<file path="src/tick_task_scheduler_table_defines.svh">
// Assertion macros shared by the scheduler table RTL.
`ifndef TICK_TASK_SCHEDULER_TABLE_DEFINES_SVH
`define TICK_TASK_SCHEDULER_TABLE_DEFINES_SVH

// Checks that a condition holds at every clock edge outside reset.
`define ASSERT_ALWAYS(label, clk, rst_n, expr, msg) \
    label: assert property (@(posedge clk) disable iff (!rst_n) (expr)) \
        else $error(msg);

// Checks that a consequence holds in the same cycle as its antecedent.
`define ASSERT_IMPLIES(label, clk, rst_n, ante, cons, msg) \
    label: assert property (@(posedge clk) disable iff (!rst_n) (ante) |-> (cons)) \
        else $error(msg);

// Checks that a consequence holds in the cycle after its antecedent.
`define ASSERT_NEXT(label, clk, rst_n, ante, cons, msg) \
    label: assert property (@(posedge clk) disable iff (!rst_n) (ante) |=> (cons)) \
        else $error(msg);

`endif

</file>
<file path="src/tts_pkg.sv">
// Types, constants and helpers of the task scheduler table.
`default_nettype none

package tts_pkg;

    localparam int SLOT_COUNT  = 8;
    localparam int MAX_RESULTS = 8;
    localparam int SLOT_W      = (SLOT_COUNT > 1) ? $clog2(SLOT_COUNT) : 1;
    localparam int CNT_W       = $clog2(MAX_RESULTS + 1);
    localparam logic [7:0] PEND_MAX = 8'hFF;

    typedef enum logic [1:0] {
        ACT_ADD      = 2'd0,
        ACT_DELETE   = 2'd1,
        ACT_TICK     = 2'd2,
        ACT_DISPATCH = 2'd3
    } t_action;

    typedef enum logic [2:0] {
        ST_ADDED    = 3'd0,
        ST_FULL     = 3'd1,
        ST_DELETED  = 3'd2,
        ST_EMPTY    = 3'd3,
        ST_RUN      = 3'd4,
        ST_NONE_DUE = 3'd5
    } t_status;

    typedef enum logic [1:0] {
        S_IDLE,
        S_EXEC,
        S_SCAN,
        S_NONE
    } t_state;

    typedef struct packed {
        t_action     action;
        logic [7:0]  task_tag;
        logic [15:0] first_delay;
        logic [15:0] repeat_period;
        logic [2:0]  slot_index;
    } t_req;

    typedef struct packed {
        t_status    status;
        logic [2:0] slot;
        logic [7:0] run_tag;
        logic       last;
    } t_rsp;

    typedef struct packed {
        logic load;
        logic single;
        logic step;
        logic none;
    } t_dp_cmd;

    typedef struct packed {
        t_action action;
        logic    can_emit;
        logic    hit;
        logic    ptr_last;
        logic    emitted;
    } t_dp_stat;

    function automatic logic [2:0] slot_field(input logic [SLOT_W-1:0] idx);
        logic [SLOT_W+2:0] wide;
        wide = {3'b000, idx};
        return wide[2:0];
    endfunction

    function automatic logic [SLOT_W-1:0] field_slot(input logic [2:0] idx);
        logic [SLOT_W+2:0] wide;
        wide = {SLOT_W'(0), idx};
        return wide[SLOT_W-1:0];
    endfunction

endpackage

`default_nettype wire

</file>
<file path="src/tts_if.sv">
// Request and response channel interfaces of the task scheduler table.
`default_nettype none

interface tts_req_if import tts_pkg::*; ();
    logic valid;
    logic ready;
    t_req data;
    modport source(output valid, output data, input ready);
    modport sink(input valid, input data, output ready);
endinterface

interface tts_rsp_if import tts_pkg::*; ();
    logic valid;
    logic ready;
    t_rsp data;
    modport source(output valid, output data, input ready);
    modport sink(input valid, input data, output ready);
endinterface

`default_nettype wire

</file>
<file path="src/tts_dpath.sv">
// Datapath of the task scheduler table: slot storage, scan pointer and result register.
`default_nettype none
`include "tick_task_scheduler_table_defines.svh"

module tts_dpath import tts_pkg::*; (
    input  wire logic     i_clk,
    input  wire logic     i_rst_n,
    input  wire t_req     i_item,
    input  wire t_dp_cmd  i_cmd,
    output t_dp_stat      o_stat,
    tts_rsp_if.source     o_rsp
);

    logic [SLOT_COUNT-1:0] r_valid, n_valid;
    logic [SLOT_COUNT-1:0] r_due, n_due;
    logic [7:0]            r_tag    [SLOT_COUNT];
    logic [15:0]           r_delay  [SLOT_COUNT];
    logic [15:0]           r_period [SLOT_COUNT];
    logic [7:0]            r_pend   [SLOT_COUNT];
    logic [SLOT_W-1:0]     r_ptr, n_ptr;
    logic [CNT_W-1:0]      r_count, n_count;
    logic                  r_out_valid, n_out_valid;
    t_rsp                  r_out, n_out;
    t_req                  r_item;

    logic              wr_en;
    logic [SLOT_W-1:0] wr_idx;
    logic [7:0]        wr_tag;
    logic [15:0]       wr_delay;
    logic [15:0]       wr_period;
    logic [7:0]        wr_pend;

    logic              free_found;
    logic [SLOT_W-1:0] free_idx;
    logic [SLOT_W-1:0] del_idx;
    logic              del_oob;
    logic [7:0]        cur_tag;
    logic [15:0]       cur_delay;
    logic [15:0]       cur_period;
    logic [7:0]        cur_pend;
    logic              can_emit;
    logic              hit;
    logic              due_above;
    logic              emit;

    always_comb begin
        free_found = 1'b0;
        free_idx   = '0;
        for (int j = SLOT_COUNT - 1; j >= 0; j--) begin
            if (!r_valid[j]) begin
                free_found = 1'b1;
                free_idx   = SLOT_W'(j);
            end
        end
        due_above = 1'b0;
        for (int j = 0; j < SLOT_COUNT; j++) begin
            if (j > int'(r_ptr) && r_due[j]) begin
                due_above = 1'b1;
            end
        end
    end

    assign del_idx    = field_slot(r_item.slot_index);
    assign del_oob    = 32'(r_item.slot_index) >= SLOT_COUNT;
    assign cur_tag    = r_tag[r_ptr];
    assign cur_delay  = r_delay[r_ptr];
    assign cur_period = r_period[r_ptr];
    assign cur_pend   = r_pend[r_ptr];
    assign can_emit   = !r_out_valid || o_rsp.ready;
    assign hit        = r_due[r_ptr] && (r_count < CNT_W'(MAX_RESULTS));

    always_comb begin
        n_valid     = r_valid;
        n_due       = r_due;
        n_ptr       = r_ptr;
        n_count     = r_count;
        n_out       = r_out;
        emit        = 1'b0;
        wr_en       = 1'b0;
        wr_idx      = r_ptr;
        wr_tag      = cur_tag;
        wr_delay    = cur_delay;
        wr_period   = cur_period;
        wr_pend     = cur_pend;

        if (i_cmd.load) begin
            n_ptr   = '0;
            n_count = '0;
        end

        if (i_cmd.single) begin
            emit = 1'b1;
            if (r_item.action == ACT_ADD) begin
                if (free_found) begin
                    wr_en             = 1'b1;
                    wr_idx            = free_idx;
                    wr_tag            = r_item.task_tag;
                    wr_delay          = r_item.first_delay;
                    wr_period         = r_item.repeat_period;
                    wr_pend           = 8'd0;
                    n_valid[free_idx] = 1'b1;
                    n_due[free_idx]   = 1'b0;
                    n_out = '{status: ST_ADDED, slot: slot_field(free_idx),
                              run_tag: 8'd0, last: 1'b1};
                end else begin
                    n_out = '{status: ST_FULL, slot: 3'd0, run_tag: 8'd0, last: 1'b1};
                end
            end else begin
                if (del_oob) begin
                    n_out = '{status: ST_EMPTY, slot: r_item.slot_index,
                              run_tag: 8'd0, last: 1'b1};
                end else begin
                    n_out = '{status: r_valid[del_idx] ? ST_DELETED : ST_EMPTY,
                              slot: r_item.slot_index, run_tag: 8'd0, last: 1'b1};
                    n_valid[del_idx] = 1'b0;
                    n_due[del_idx]   = 1'b0;
                end
            end
        end

        if (i_cmd.step) begin
            n_ptr = r_ptr + SLOT_W'(1);
            if (r_item.action == ACT_TICK) begin
                if (r_valid[r_ptr]) begin
                    wr_en = 1'b1;
                    if (cur_delay == 16'd0) begin
                        wr_pend      = (cur_pend == PEND_MAX) ? cur_pend : cur_pend + 8'd1;
                        n_due[r_ptr] = 1'b1;
                        if (cur_period != 16'd0) begin
                            wr_delay = cur_period;
                        end
                    end else begin
                        wr_delay = cur_delay - 16'd1;
                    end
                end
            end else if (hit) begin
                emit    = 1'b1;
                wr_en   = 1'b1;
                wr_pend = cur_pend - 8'd1;
                n_count = r_count + CNT_W'(1);
                if (cur_period == 16'd0) begin
                    n_valid[r_ptr] = 1'b0;
                    n_due[r_ptr]   = 1'b0;
                end else begin
                    n_due[r_ptr] = (cur_pend != 8'd1);
                end
                n_out = '{status: ST_RUN, slot: slot_field(r_ptr), run_tag: cur_tag,
                          last: (r_count == CNT_W'(MAX_RESULTS - 1)) || !due_above};
            end
        end

        if (i_cmd.none) begin
            emit  = 1'b1;
            n_out = '{status: ST_NONE_DUE, slot: 3'd0, run_tag: 8'd0, last: 1'b1};
        end

        if (emit) begin
            n_out_valid = 1'b1;
        end else if (o_rsp.ready) begin
            n_out_valid = 1'b0;
        end else begin
            n_out_valid = r_out_valid;
        end
    end

    always_ff @(posedge i_clk) begin
        if (!i_rst_n) begin
            r_valid     <= '0;
            r_due       <= '0;
            r_ptr       <= '0;
            r_count     <= '0;
            r_out_valid <= 1'b0;
        end else begin
            r_valid     <= n_valid;
            r_due       <= n_due;
            r_ptr       <= n_ptr;
            r_count     <= n_count;
            r_out_valid <= n_out_valid;
        end
    end

    always_ff @(posedge i_clk) begin
        if (wr_en) begin
            r_tag[wr_idx]    <= wr_tag;
            r_delay[wr_idx]  <= wr_delay;
            r_period[wr_idx] <= wr_period;
            r_pend[wr_idx]   <= wr_pend;
        end
        if (i_cmd.load) begin
            r_item <= i_item;
        end
        r_out <= n_out;
    end

    assign o_stat = '{action: r_item.action, can_emit: can_emit, hit: hit,
                      ptr_last: (r_ptr == SLOT_W'(SLOT_COUNT - 1)),
                      emitted: (r_count != '0)};

    assign o_rsp.valid = r_out_valid;
    assign o_rsp.data  = r_out;

    `ASSERT_ALWAYS(a_due_valid, i_clk, i_rst_n, (r_due & ~r_valid) == '0,
        "A slot is marked due while it is not valid.")
    `ASSERT_IMPLIES(a_emit_room, i_clk, i_rst_n, emit, can_emit,
        "A result was written while the result register still held an untaken transfer.")
    `ASSERT_IMPLIES(a_one_cmd, i_clk, i_rst_n, 1'b1,
        $onehot0({i_cmd.load, i_cmd.single, i_cmd.step, i_cmd.none}),
        "More than one datapath command is active in a cycle.")

endmodule

`default_nettype wire

</file>
<file path="src/tts_ctrl.sv">
// Controller state machine of the task scheduler table.
`default_nettype none
`include "tick_task_scheduler_table_defines.svh"

module tts_ctrl import tts_pkg::*; (
    input  wire logic     i_clk,
    input  wire logic     i_rst_n,
    input  wire logic     i_valid,
    output logic          o_ready,
    input  wire t_dp_stat i_stat,
    output t_dp_cmd       o_cmd
);

    t_state r_state, n_state;

    always_ff @(posedge i_clk) begin
        if (!i_rst_n) begin
            r_state <= S_IDLE;
        end else begin
            r_state <= n_state;
        end
    end

    always_comb begin
        n_state = r_state;
        o_ready = 1'b0;
        o_cmd   = '0;
        unique case (r_state)
            S_IDLE: begin
                o_ready = 1'b1;
                if (i_valid) begin
                    o_cmd.load = 1'b1;
                    n_state    = S_EXEC;
                end
            end
            S_EXEC: begin
                unique case (i_stat.action) inside
                    ACT_ADD, ACT_DELETE: begin
                        if (i_stat.can_emit) begin
                            o_cmd.single = 1'b1;
                            n_state      = S_IDLE;
                        end
                    end
                    default: begin
                        n_state = S_SCAN;
                    end
                endcase
            end
            S_SCAN: begin
                // A due slot waits here until the result register has room.
                if (!(i_stat.action == ACT_DISPATCH && i_stat.hit && !i_stat.can_emit)) begin
                    o_cmd.step = 1'b1;
                    if (i_stat.ptr_last) begin
                        if (i_stat.action == ACT_DISPATCH && !i_stat.emitted && !i_stat.hit) begin
                            n_state = S_NONE;
                        end else begin
                            n_state = S_IDLE;
                        end
                    end
                end
            end
            S_NONE: begin
                if (i_stat.can_emit) begin
                    o_cmd.none = 1'b1;
                    n_state    = S_IDLE;
                end
            end
            default: begin
                n_state = S_IDLE;
            end
        endcase
    end

    `ASSERT_NEXT(a_accept_exec, i_clk, i_rst_n, i_valid && o_ready, r_state == S_EXEC,
        "An accepted transfer did not start execution.")
    `ASSERT_IMPLIES(a_none_empty, i_clk, i_rst_n, r_state == S_NONE,
        !i_stat.emitted && i_stat.action == ACT_DISPATCH,
        "The idle result is pending although a task was dispatched.")

endmodule

`default_nettype wire

</file>
<file path="src/tick_task_scheduler_table.sv">
// Top level of the tick-driven task scheduler table.
//
//  channel  direction  payload                                                   handshake
//  i_req    in         action, task_tag, first_delay, repeat_period, slot_index  valid/ready
//  o_rsp    out        status, slot, run_tag, last                               valid/ready
//
// Add and delete load their result after the transfer, once the result register is free.
// Tick and dispatch walk the slot table one slot per cycle through the shared
// slot read port; a dispatch that finds no task due then reports none due.
// Reset clears the valid and due bits of every slot; there is no clearing pass.
// A due slot holds the scan while the result register still waits to be taken.
// A new request is taken once the previous one is finished, even while its last
// result still waits in the result register.
`default_nettype none

module tick_task_scheduler_table import tts_pkg::*; (
    input  wire logic i_clk,
    input  wire logic i_rst_n,
    tts_req_if.sink   i_req,
    tts_rsp_if.source o_rsp
);

    t_dp_cmd  dp_cmd;
    t_dp_stat dp_stat;
    logic     ctrl_ready;

    tts_ctrl u_ctrl (
        .i_clk   (i_clk),
        .i_rst_n (i_rst_n),
        .i_valid (i_req.valid),
        .o_ready (ctrl_ready),
        .i_stat  (dp_stat),
        .o_cmd   (dp_cmd)
    );

    tts_dpath u_dpath (
        .i_clk   (i_clk),
        .i_rst_n (i_rst_n),
        .i_item  (i_req.data),
        .i_cmd   (dp_cmd),
        .o_stat  (dp_stat),
        .o_rsp   (o_rsp)
    );

    assign i_req.ready = ctrl_ready;

endmodule

`default_nettype wire

</file>
<file path="src/flat_wrapper.sv">
// flat-port wrapper written by rule: the top's interface ports become plain ports
module tick_task_scheduler_table_flat import tts_pkg::*;
  (i_clk, i_rst_n, i_req_valid, i_req_data, i_req_ready, o_rsp_valid, o_rsp_data, o_rsp_ready);
  tts_req_if i_req_i ();
  tts_rsp_if o_rsp_i ();
  input  wire logic i_clk;
  input  wire logic i_rst_n;
  input wire logic [$bits(i_req_i.valid)-1:0] i_req_valid;
  input wire logic [$bits(i_req_i.data)-1:0] i_req_data;
  output wire logic [$bits(i_req_i.ready)-1:0] i_req_ready;
  output wire logic [$bits(o_rsp_i.valid)-1:0] o_rsp_valid;
  output wire logic [$bits(o_rsp_i.data)-1:0] o_rsp_data;
  input wire logic [$bits(o_rsp_i.ready)-1:0] o_rsp_ready;
  assign i_req_i.valid = i_req_valid;
  assign i_req_i.data = i_req_data;
  assign i_req_ready = i_req_i.ready;
  assign o_rsp_valid = o_rsp_i.valid;
  assign o_rsp_data = o_rsp_i.data;
  assign o_rsp_i.ready = o_rsp_ready;
  tick_task_scheduler_table u_core (.i_clk(i_clk), .i_rst_n(i_rst_n), .i_req(i_req_i), .o_rsp(o_rsp_i));
endmodule
</file>
<file path="config.mk">
export PLATFORM = sky130hd
export DESIGN_NAME = tick_task_scheduler_table_flat
export DESIGN_NICKNAME = d
export VERILOG_FILES = /design/src/tts_pkg.sv /design/src/tts_if.sv /design/src/tts_dpath.sv /design/src/tts_ctrl.sv /design/src/tick_task_scheduler_table.sv /design/src/flat_wrapper.sv
export VERILOG_INCLUDE_DIRS = /design/src /design/src/src
export SDC_FILE = /design/constraint.sdc
export NUM_CORES = 1
export LEC_CHECK = 0
export ABC_CLOCK_PERIOD_IN_PS = 7570
export BUFFER_PORTS_ARGS = -buffer_cell sky130_fd_sc_hd__buf_4
export CAP_MARGIN = 10
export CORE_MARGIN = 1.5
export CORE_UTILIZATION = 25
export DETAILED_ROUTE_END_ITERATION = 16
export GPL_TIMING_DRIVEN = 1
export PLACE_DENSITY = 0.51
export SYNTH_ARGS = -nofsm -noshare
export SYNTH_HDL_FRONTEND = slang
export SYNTH_SLANG_ARGS = --single-unit
</file>
<file path="constraint.sdc">
create_clock -name i_clk -period 7.57 [get_ports i_clk]
set_clock_uncertainty 0.1 [all_clocks]
set_input_delay 1.1355 -clock i_clk [delete_from_list [all_inputs] [get_ports i_clk]]
set_output_delay 1.1355 -clock i_clk [all_outputs]
set_load 0.1 [all_outputs]
</file>
==> impl_metrics.toml <==
[clock_tree]
cts.sinks = 473
htreeDepth = 2
ctsHoldBuffers = 0
cts_buffers = 51
clk_latency_ps = 600
cts_tree = "built"
clkSlewWorstSetupHoldPaths_ps = 60
cts_setup_buffers = 0
cts_resized = 0
clock_path_buffers = 3
root_buffer = "clkbuf_16"

[worst_hold_path]
hold_path.class = "reg -> reg"
whs_endpoint = "u_core.u_dpath.o_rsp.data[14]$_SDFF_PP1_"
min_path_cells = 2
hold_start = "u_core.u_dpath.o_rsp.data[14]$_SDFF_PP1_"

[setup_path]
rr_endpoint = "u_core.u_dpath.r_pend[7][1]$_DFFE_PP_"
rr_worst_depth = 9
reg2reg_slack_ps = 2370
cp-end-kind = "register"
critPathRequiredTime_ps = 7780
criticalPathCategory = "reg -> reg"
cp-start-kind = "register"
crit_arrival_ps = 5400
crit_fanout = 36

[die]
die_area_um2 = 82100
rows = 103
start_util = 0.254
die_y_um = 287
core_um2 = 79300
io_pins = 66
fp.dieW_um = 287

[synth]
syn_area_um2 = 20100
async_flop_share = 0
synth_cell_types = 74
ys_warn_count = 0
ys_seq_area_frac = 0.685
synth-edff-count = 429
synth_top_cell_area_share = 0.641
syn_area_per_cell_um2 = 15.9
synthCells = 1267
synthTopCellsByArea = "edfxtp_1 64%, mux4_2 10%, dfxtp_1 4.4%, mux2i_1 3.1%, nor2_1 2.1%"
yosys.area.top_type = "edfxtp_1"
synth.most_common_cell = "edfxtp_1"
ys.flop_type = "edfxtp_1"
syn-num-nets = 1325
ys_seq_elements = 473
netlist_top_cells_count = "429 x edfxtp_1, 111 x nor2_1, 91 x mux4_2, 74 x nand2_1, 69 x a21oi_1"

[global_routing]
top_usage_layer = "met2"
grt-ovfl-total = 0
gr-usage-met1 = 0.169
grt_pass1_wl_mm = 75.4
grtUsageTotal = 0.121
grt_max_degree = 61
grt_pass1_vias = 11772
gr-usage-met3 = 0.0211
antenna_found_initial = 1
met2_usage = 0.190

[timing]
finalWorstPathRequiredPeriod_ps = 5200
rsz0062_at_grt = "false"
worst_pin_slew_ps = 1210
fmax_mhz = 192
hold_viol = 0
fin_setup_tns_ps = 0
finalCritPeriodShare = 0.686
slew-limit-headroom = 0.193
finalSetupViolCount = 0
slew_violations = 0

[place]
port_buffers = 65
dpl.hpwl_mm = 29.9
gp_congestion = 0.861

[detailed_routing]
postRouteAntennaNets = 0
drt_iter0_drc = 1111
drc_errors = 0
routed_wl_mm = 49.7
avgViaCountPerCell = 4.76
dr.pass1.iters = 5
vias = 11578
wl_per_cell_um = 20.4

[final_layout]
regArea_um2 = 13800
antenna_cells = 0
drive_gt1_frac = 0.219
nets = 1398
multiInputGateArea_um2 = 5980
fillCellCount = 7868
syn_to_final_growth_pct = 17.0

[pwr]
leakage_nw = 7.21
peakVddDrop_mv = 0.138
p_total_mw = 5.87
p_per_area_nw_per_um2 = 250

[run_status]
status = "complete, no violations"

[run]
max-cap-violations = 0
-- critical path, cell delays in order, from the launching register on --
cell and delay (ps):
dfxtp_4 760, buf_4 510, mux4_2 400, mux2i_4 210, ha_1 210, and2_1 240, nor4b_1 520, nand4_1 730
or3_1 640, o211ai_1 520
-- state kept, by name, summed over array words and instances, names as in the netlist, named ones only --
name / flops
u_core.u_dpath.del_idx: 3
u_core.u_dpath.r_pend: 64
u_core.u_dpath.o_stat: 2
u_core.u_ctrl.r_state: 2
u_core.u_dpath.r_ptr: 3
u_core.u_dpath.r_valid: 8
u_core.u_dpath.r_tag: 64
u_core.u_dpath.o_rsp.data: 15
u_core.u_dpath.r_count: 4
u_core.u_dpath.o_rsp.valid: 1
u_core.u_dpath.r_period: 128
u_core.u_dpath.r_delay: 128
u_core.u_dpath.r_item: 40
u_core.u_dpath.r_due: 8
-- cell families after synthesis --
group | Yosys count | share of synthesized area
AOI/OAI and AO/OA | 197 | 0.0625
xor gates and xnor gates | 9 | 0.00392
adders and majority gates | 9 | 0.00560
buffers and inverters | 88 | 0.0201
DFF | 473 | 0.685
muxes | 172 | 0.146
and+or+nand+nor | 319 | 0.0772
-- placed cells by master (no fill, tap or decap), drive strengths merged, types with 4 or more instances in the layout --
cell / instances
a31oi: 16
a221oi: 4
ha: 9
clkinv: 25
a21oi: 70
o22ai: 13
buf: 90
nand4: 10
a211oi: 6
nor2b: 6
o211ai: 12
mux4: 91
o21ai: 30
and3: 4
nand2b: 12
mux2i: 66
nand3: 25
nor4: 12
clkbuf: 62
nand2: 76
inv: 17
dfxtp: 44
nor3: 26
a22oi: 5
xnor2: 6
nand3b: 5
nor3b: 7
mux2: 15
nor2: 112
edfxtp: 429
and2: 10
bufinv: 7
-- where the power goes --
group          switching, mW  internal (mW)
logic                  0.277          0.110
registers             0.0390           2.92
clock network           1.03           1.49
-- worst max-delay path by stage --
| stage | slack (ps) | end |
|---|---|---|
| global placement | 2520 | u_core.u_dpath.r_delay[2][8]$_DFFE_PP_ |
| CTS | 2380 | u_core.u_dpath.r_delay[5][8]$_DFFE_PP_ |
| global route | 2100 | u_core.u_dpath.r_pend[7][1]$_DFFE_PP_ |
| finish | 2370 | u_core.u_dpath.r_pend[7][1]$_DFFE_PP_ |
| floorplan | 1050 | u_core.u_dpath.r_delay[3][0]$_DFFE_PP_ |
| detailed placement | 2400 | u_core.u_dpath.r_delay[7][8]$_DFFE_PP_ |
-- layout make-up --
type	count	share of cell area
inverter	17	0.00271
tap	1050	0.0559
sequential	473	0.586
clock inverter	34	0.0158
clock buffer	61	0.0563
timing repair buffer	91	0.0289
multi-input combinational	706	0.255
-- metal layers --
metal | part of all wire | vias to the layer above | wire, um
met4 | 0.023 | 0 | 1130
met1 | 0.45 | 5920 | 22500
li1 | - | 5188 | -
met5 | 0 | - | 0
met2 | 0.47 | 387 | 23200
met3 | 0.058 | 83 | 2900
-- per-stage QoR --
stage          hold WS, ps  worst slack, ps  utilization  instance area (um2)  instances
2_1_floorplan          356             1050            -                20100       1267
3_3_place_gp           365             2520        0.275                21800       2336
3_5_place_dp           376             2400        0.275                21800       2336
4_1_cts                386             2380        0.297                23500       2431
5_1_grt                409             2100        0.297                23500       2432
6_report               381             2370        0.297                23500       2432
(Power assumes the default switching activity.)
